## src/hw/rtl/egm_pkg.sv

```systemverilog
// Package with shared types and constants of the 3x3 gradient magnitude block.
`timescale 1ns / 1ps
package egm_pkg;
  localparam int unsigned MaxWidthDef = 1024;
  localparam int unsigned PixW = 8;
  localparam int unsigned RowW = 12;
  localparam int unsigned ColW = 10;
  localparam int unsigned CfgIdxW = 2;
  localparam int unsigned CfgDataW = 12;

  localparam logic [1:0] ModeRoberts = 2'd0;
  localparam logic [1:0] ModePrewitt = 2'd1;
  localparam logic [1:0] ModeSobel = 2'd2;

  localparam logic [CfgIdxW-1:0] RegMode = 2'd0;
  localparam logic [CfgIdxW-1:0] RegWidth = 2'd1;
  localparam logic [CfgIdxW-1:0] RegHeight = 2'd2;

  // Controller to datapath commands.
  typedef struct packed {
    logic take;    // accept the input word: read line stores
    logic upd;     // state after take: compute, write stores, shift window
    logic sq_ld;   // load the square root unit
    logic sq_step; // one root bit
    logic out_ld;  // move result into the output register
  } egm_cmd_t;

  typedef struct packed {
    logic emit;    // current item produces a result
    logic sq_done;
  } egm_sts_t;
endpackage

```

## src/hw/rtl/egm_ctrl.sv

```systemverilog
// Controller state machine sequencing one word through the datapath.
`timescale 1ns / 1ps
module egm_ctrl import egm_pkg::*; (
  input  logic     clk_i,
  input  logic     rst_ni,
  input  logic     in_valid_i,
  output logic     in_ready_o,
  output logic     out_valid_o,
  input  logic     out_ready_i,
  output egm_cmd_t cmd_o,
  input  egm_sts_t sts_i
);
  typedef enum logic [3:0] {
    StIdle = 4'b0001,
    StUpd  = 4'b0010,
    StLoad = 4'b0100,
    StRoot = 4'b1000
  } state_e;
  state_e state_q, state_d;
  logic ov_q, ov_d;

  always_comb begin
    state_d = state_q;
    ov_d = ov_q;
    cmd_o = '0;
    in_ready_o = 1'b0;
    if (out_valid_o && out_ready_i) ov_d = 1'b0;
    case (state_q)
      StIdle: begin
        in_ready_o = 1'b1;
        if (in_valid_i) begin
          cmd_o.take = 1'b1;
          state_d = StUpd;
        end
      end
      StUpd: begin
        cmd_o.upd = 1'b1;
        state_d = sts_i.emit ? StLoad : StIdle;
      end
      StLoad: begin
        cmd_o.sq_ld = 1'b1;
        state_d = StRoot;
      end
      StRoot: begin
        cmd_o.sq_step = 1'b1;
        if (sts_i.sq_done && !ov_d) begin
          cmd_o.out_ld = 1'b1;
          ov_d = 1'b1;
          state_d = StIdle;
        end
      end
      default: state_d = StIdle;
    endcase
  end

  always_ff @(posedge clk_i or negedge rst_ni) begin
    if (!rst_ni) begin
      state_q <= StIdle;
      ov_q <= 1'b0;
    end else begin
      state_q <= state_d;
      ov_q <= ov_d;
    end
  end
  assign out_valid_o = ov_q;

  a_onehot: assert property (@(posedge clk_i) disable iff (!rst_ni) $onehot(state_q))
    else $error("state not one-hot");
  a_load_no_clobber: assert property (@(posedge clk_i) disable iff (!rst_ni)
    cmd_o.out_ld |-> !ov_q || out_ready_i) else $error("result overwritten");
  a_take_idle: assert property (@(posedge clk_i) disable iff (!rst_ni)
    cmd_o.take |=> state_q == StUpd) else $error("take without update");
endmodule

```

## config.mk

```make
export PLATFORM = sky130hd
export DESIGN_NAME = egm_ctrl
export DESIGN_NICKNAME = d
export VERILOG_FILES = /design/src/hw/rtl/egm_pkg.sv /design/src/hw/rtl/egm_ctrl.sv
export SDC_FILE = /design/constraint.sdc
export NUM_CORES = 1
export LEC_CHECK = 0
export BUFFER_PORTS_ARGS = -buffer_cell sky130_fd_sc_hd__buf_2
export CORE_AREA = 4 4 41 43
export CTS_CLUSTER_SIZE = 14
export DETAILED_ROUTE_END_ITERATION = 8
export DIE_AREA = 0 0 45 47
export HOLD_SLACK_MARGIN = 0.12
export PLACE_DENSITY_LB_ADDON = 0.15
export SETUP_SLACK_MARGIN = 0.3
export SLEW_MARGIN = 30
export SYNTH_ARGS = -nofsm -noshare
export SYNTH_HDL_FRONTEND = slang
export SYNTH_SLANG_ARGS = --single-unit
```

## constraint.sdc

```tcl
create_clock -name clk_i -period 2.6 [get_ports clk_i]
set_clock_uncertainty 0.2 [all_clocks]
set_input_delay 0.26 -clock clk_i [delete_from_list [all_inputs] [get_ports clk_i]]
set_output_delay 0.26 -clock clk_i [all_outputs]
set_load 0.05 [all_outputs]
```

==> results of run 1 <==
## layout make-up
type,instances,area [sq um]
multi-input cells,17,165
well taps,15,18.8
fillers,140,861
repair buffers,16,100
flip-flops and latches,5,126
clock buffers,4,26.3
inverters,1,3.75
## power by group through the flow
| stage | clock [W] | combinational, W | sequential [W] |
|---|---|---|---|
| after global routing | 0.0000994 | 0.000199 | 0.000144 |
| after global placement | 0 | 0.000185 | 0.000140 |
| final | 0.0000922 | 0.000187 | 0.000139 |
| after floorplan | 0 | 0.000151 | 0.000136 |
| after detailed placement | 0 | 0.000185 | 0.000140 |
| after CTS | 0.0000953 | 0.000190 | 0.000140 |
## logic make-up after synthesis
kind of cell           Yosys count  share of synthesized area [%]
AND/OR/NAND/NOR                 14                           45.0
flip-flops                       5                           44.1
AO/OA/AOI/OAI                    3                           9.61
buffers and inverters            1                           1.31
## routing by layer
metal,track usage [%],vias to the layer above,wire (um)
li1,-,123,-
met1,8.08,115,262
met2,10.2,10,296
met3,1.15,2,44
met4,7.02,0,15
met5,0,-,0
## layout by cell type, fill, tap and decap left out
master	count
a211oi_1	1
a21boi_2	1
and2_1	3
and3_1	1
buf_2	12
clkbuf_1	1
clkbuf_4	3
dfrtp_1	4
dfstp_2	1
dlygate4sd3_1	4
inv_1	1
nand2_1	2
nand2b_1	1
nand3b_1	1
nor4b_2	2
nor4b_4	2
o32ai_1	1
or2_1	1
or2b_1	1
## metrics by stage
step / instances / hold WS, ns / worst slack, ns
global route: 58 / 0.156 / 0.516
detailed placement: 50 / -0.121 / 0.857
global placement: 50 / -0.118 / 0.861
floorplan: 23 / -0.236 / 0.365
finish: 58 / 0.138 / 0.610
CTS: 58 / 0.139 / 0.585
## worst reg2reg max path, delay by kind of cell, from the launching register on
| kind | cells | cell delay, ns |
|---|---|---|
| AO/OA/AOI/OAI | 2 | 0.32 |
| flip-flops | 1 | 0.60 |
| AND/OR/NAND/NOR | 1 | 0.24 |
## worst max-delay path by stage
stage	from	to	slack (ns)	cells after the start
CTS	state_q[0]	cmd_o[4]	0.58	3
finish	state_q[0]	cmd_o[4]	0.61	3
detailed placement	state_q[0]	cmd_o[4]	0.86	3
global placement	state_q[0]	cmd_o[4]	0.86	3
floorplan	state_q[0]	cmd_o[4]	0.37	2
global route	state_q[0]	cmd_o[4]	0.52	3
## flip-flops by register name, summed over array words and instances, names as in the netlist
register     cells
state_q          4
out_valid_o      1
## what timing repair did
action | 4_1_cts | 5_1_grt
endpoints found under the hold margin | 9 | 0
hold buffers | 4 | 0
endpoints found under the setup margin | 0 | 0
gates resized for setup | 0 | 0
==> metrics, run 1 <==
status finished, final reports clean; Area Growth Syn to Fin 53.7%; Routed WL 619 um; die width 45 um; Die ar. 0.00212 sq mm; most common cell in the synthesized netlist dfrtp_1; slowest stage cell on the critical path dfstp_2; worst-margin pin slew 0.348 ns; layout cells sized above 1 48.8%; hold path depth 3; CTS tree built; Final Hold Fails 0; Avg Inst Size Synth 12.5 sq um; grt total ovfl 0; Post-synth EDFFs 0; setup TNS 0 ns; largest area contributor in the netlist dfrtp_1; Post-DRT Antenna Nets 0; Total GRT Usage 6.83%; post-layout minimum cycle time 1.99 ns; Power per Cell Area 948 mW/mm^2; CP peak stage delay 0.60 ns; Net Sw Frac 44.0%; WP data required 2.14 ns; R2R Path Start state_q[0]; clk buf depth 2; Area after DPL 374 sq um; Synth top area share 34.9%; post-CTS setup buffers 0; GP Congestion 0.688; ANT cells 0; cell area after layout 440 sq um; maximum level of the CTS H-tree 1; Die Height 47 um; largest net degree at the start of global routing 7; share of synthesized registers carrying an async set or reset 100%; Reg-to-Reg End state_q[0]; FMAX 503 MHz; nature of the critical path endpoint primary output; Slew headroom 76.8%; RSZ-0062 raised after global routing no; count of cell types in the netlist 15; Layout Utilization 33.8%; clk_lat worst skew 0.25 ns; Mapped Nets 29; Startpoint Class flop; FP Rows 13; worst vdd ir 0.000582 V; IO Count 13; Root Buffer clkbuf_4; Tot Pwr 0.000418 W; cell count after synthesis 23; clk sinks 5; Leakage 0.215 nW; Final Cycle Share 76.5%; Comb power frac 44.7%; vias in the first global route 245; NetSw 0.000184 W; Hold Path End out_valid_o; Largest delay share family, worst path flip-flops; synth top area cells dfrtp_1 (35%), nor4b_2 (16%), dfstp_2 (9.2%), nor4b_4 (8.3%), and2_1 (6.6%); reg2reg path depth 3; Hold Crit Class in -> reg; cts bufs inserted 3; synth cell count leaders dfrtp_1 (4), and2_1 (3), nor4b_2 (3); vias 250; drt drc 0; drt wl/cell 10.7 um; DP HPWL 504 um; 1st-pass router iterations 1; via density per instance 4.31; Yosys reg bits 5; DR iter-0 viols 0; Starting Density 22.0%; initial antenna violation count 0; first-pass GRT wire length 1.00 mm; Final setup viols 0; Clock power frac 22.1%; hold path start out_ready_i; Synth Flop Type dfrtp_1; internal power 0.000234 W; R2R Setup Slk 1.15 ns; crit-path cells nor4b_4 > and2_1 > buf_2; max-slew violation count 0; Final nets 50; sequential cell area fraction in the yosys report 44.1%; Yosys warnings 0; Worst Path Arrival 1.53 ns; Clk pin slew, worst setup/hold paths 0.05 ns; Mapped Area 287 sq um; Core Region 0.00130 sq mm; Seq pwr share 33.2%; Worst Path Class, Setup reg -> out; Port Buffers 12; Max FO, Critical Path 6; Max Cap Viol 0; WP buf/inv 1
(Power assumes the default switching activity.)
==> run 2, diff against run 1 <==
==> constraint.sdc (replaced) <==
create_clock -name clk_i -period 1.6 [get_ports clk_i]
set_clock_uncertainty 0.2 [all_clocks]
set_input_delay 0.16 -clock clk_i [delete_from_list [all_inputs] [get_ports clk_i]]
set_output_delay 0.16 -clock clk_i [all_outputs]
set_load 0.05 [all_outputs]
==> run 2 against run 1 <==
The flow now finishes with violations (negative setup slack). Die area did not move. Largest power group unchanged. Count of clock-buffer cells in the layout is the same. Combinational power increased to 3.2 times the previous value.
==> metrics, run 2 (synthesis results as in run 1) <==
status finished with violations; failing checks negative setup slack; CP startpoint state_q[1]; grt total ovfl 0 (unchanged); clk sinks 5 (unchanged); DR iter-0 viols 4 (+4); final setup margin -0.141 ns (-0.752 ns); Port Buffers 12 (unchanged); via density per instance 4.41 (+2.2%); first-pass GRT wire length 1.39 mm (+39%); Startpoint Class flop; FMAX 574 MHz; IO Count 13 (unchanged); R2R Path Start state_q[1]; die width 45 um (unchanged); commonest cells after routing, fill and taps aside buf_2 (6), buf_6 (6), buf_4 (5); WP buf/inv 1 (unchanged); 1st-pass router iterations 4 (+3); vias in the first global route 325 (+33%); nature of the critical path endpoint primary output; largest net degree at the start of global routing 6 (-1); Total GRT Usage 9.50% (+2.7 points); Starting Density 22.0% (unchanged); Core Region 0.00130 sq mm (unchanged); CP peak stage delay 0.46 ns (-0.14 ns); DP HPWL 590 um (+17%); CTS tree built; crit-path cells nor4b_4 > and3_4 > buf_8; Largest register FFs 4 (unchanged); Fin Hold WS 0.0959 ns (-0.0416 ns); Worst Path Class, Setup reg -> out; drt drc 0 (unchanged); Die ar. 0.00212 sq mm (unchanged); # placed instances 54 (+8.0%); Reg area 129 sq um (+2.0%); Max Cap Viol 0 (unchanged); clk_lat worst skew 0.24 ns (about the same); worst-margin pin slew 0.306 ns (-0.0417 ns); Die Height 47 um (unchanged); Area Growth Syn to Fin 126%; post-layout minimum cycle time 1.74 ns; vias 304 (+22%); Post-DRT Antenna Nets 0 (unchanged); WP data required 1.24 ns (-0.90 ns); cts bufs inserted 3 (unchanged); Final Hold Fails 0 (unchanged); Largest Register state_q; clk buf depth 2 (unchanged); FP Rows 13 (unchanged); Routed WL 900 um (+45%); Power per Cell Area 1500 mW/mm^2 (+58%); Root Buffer clkbuf_4; Max FO, Critical Path 3 (-3); Slew headroom 79.6% (+2.8 points); slowest stage cell on the critical path dfrtp_2; Hold Crit Class in -> reg; area of the multi-input gates 201 sq um (+22%); Largest delay share family, worst path simple AND/OR/NAND/NOR gates; Leakage 0.300 nW (+39%); worst vdd ir 0.000809 V (+39%); RSZ-0062 raised after global routing yes; max-slew violation count 0 (unchanged); drt wl/cell 13.0 um (+22%); layout cells sized above 1 70.4% (+22 points); maximum level of the CTS H-tree 1 (unchanged); Clk pin slew, worst setup/hold paths 0.04 ns (about the same); Worst Path Arrival 1.38 ns (-0.15 ns); Final setup viols 6 (+6); fillers 134 (-4.3%); ANT cells 0 (unchanged); Finished Layout Cells 69 (+19%); hold path start out_ready_i; GP Congestion 0.690 (+0.31%); Final nets 61 (+22%); initial antenna violation count 0 (unchanged); Final Cycle Share 109%
[run 2: cell count changes in the layout (fill, tap and decap cells not counted), sizes merged]
cell / previous run / this run
buf: 12 / 22
dlymetal6s4s: 0 / 1
[run 2: report_power, final]
part	total [W]	switching (W)	internal [W]
combinational	0.000602	0.000260	0.000342
sequential	0.000220	0.0000537	0.000166
clock	0.000150	0.0000550	0.0000945
[run 2: final timing paths]
kind,endpoint,slack (ns),depth (start not counted)
min,out_valid_o,0.1,3
min in group asynchronous,state_q[0],0.21,2
max in group asynchronous,state_q[3],0.70,3
min reg2reg,out_valid_o,0.40,2
max reg2reg,state_q[3],0.01,5
max,cmd_o[0],-0.14,3
[run 2: per-layer routing]
metal | part of all wire [%] | GRT usage, % | vias to the layer above
li1 | - | - | 146
met1 | 41 | 11.0 | 145
met2 | 51 | 15.5 | 13
met3 | 8.6 | 3.07 | 0
met4 | 0 | 5.26 | 0
met5 | 0 | 0 | -
[run 2: what timing repair did]
action                                 in CTS  in global routing
setup endpoints to repair                   9                 15
endpoints found under the hold margin       9                  0
hold buffers                                5                  0
setup buffers                               4                  2
gates resized for setup                    20                  6
pin swaps                                   3                  3
[run 2: worst register-to-register path: cells and delay by family, from the launching register on]
kind,cells,cell delay [ns]
buffers and inverters,2,0.26
flip-flops,1,0.46
AND/OR/NAND/NOR,2,0.43
AO/OA/AOI/OAI,1,0.17
[run 2: final cells by class]
cell class,instances,share of cell area (%)
repair buffers,27,41.4
well taps,15,2.90
flip-flops and latches,5,19.9
clock buffers,4,4.06
multi-input cells,17,31.1
inverters,1,0.580
[run 2: metrics by stage]
stage          setup TNS, ns  setup WS (ns)  power (W)  instance area [sq um]  util, %
6_report              -0.617         -0.141   0.000971                    647     49.7
5_1_grt                -1.19         -0.204    0.00103                    647     49.7
4_1_cts               -0.775         -0.145   0.000936                    614     47.2
3_5_place_dp         -0.0123        -0.0123   0.000639                    434     33.4
3_3_place_gp        -0.00304       -0.00304   0.000631                    434     33.4
2_1_floorplan          -1.93         -0.390   0.000489                    313        -
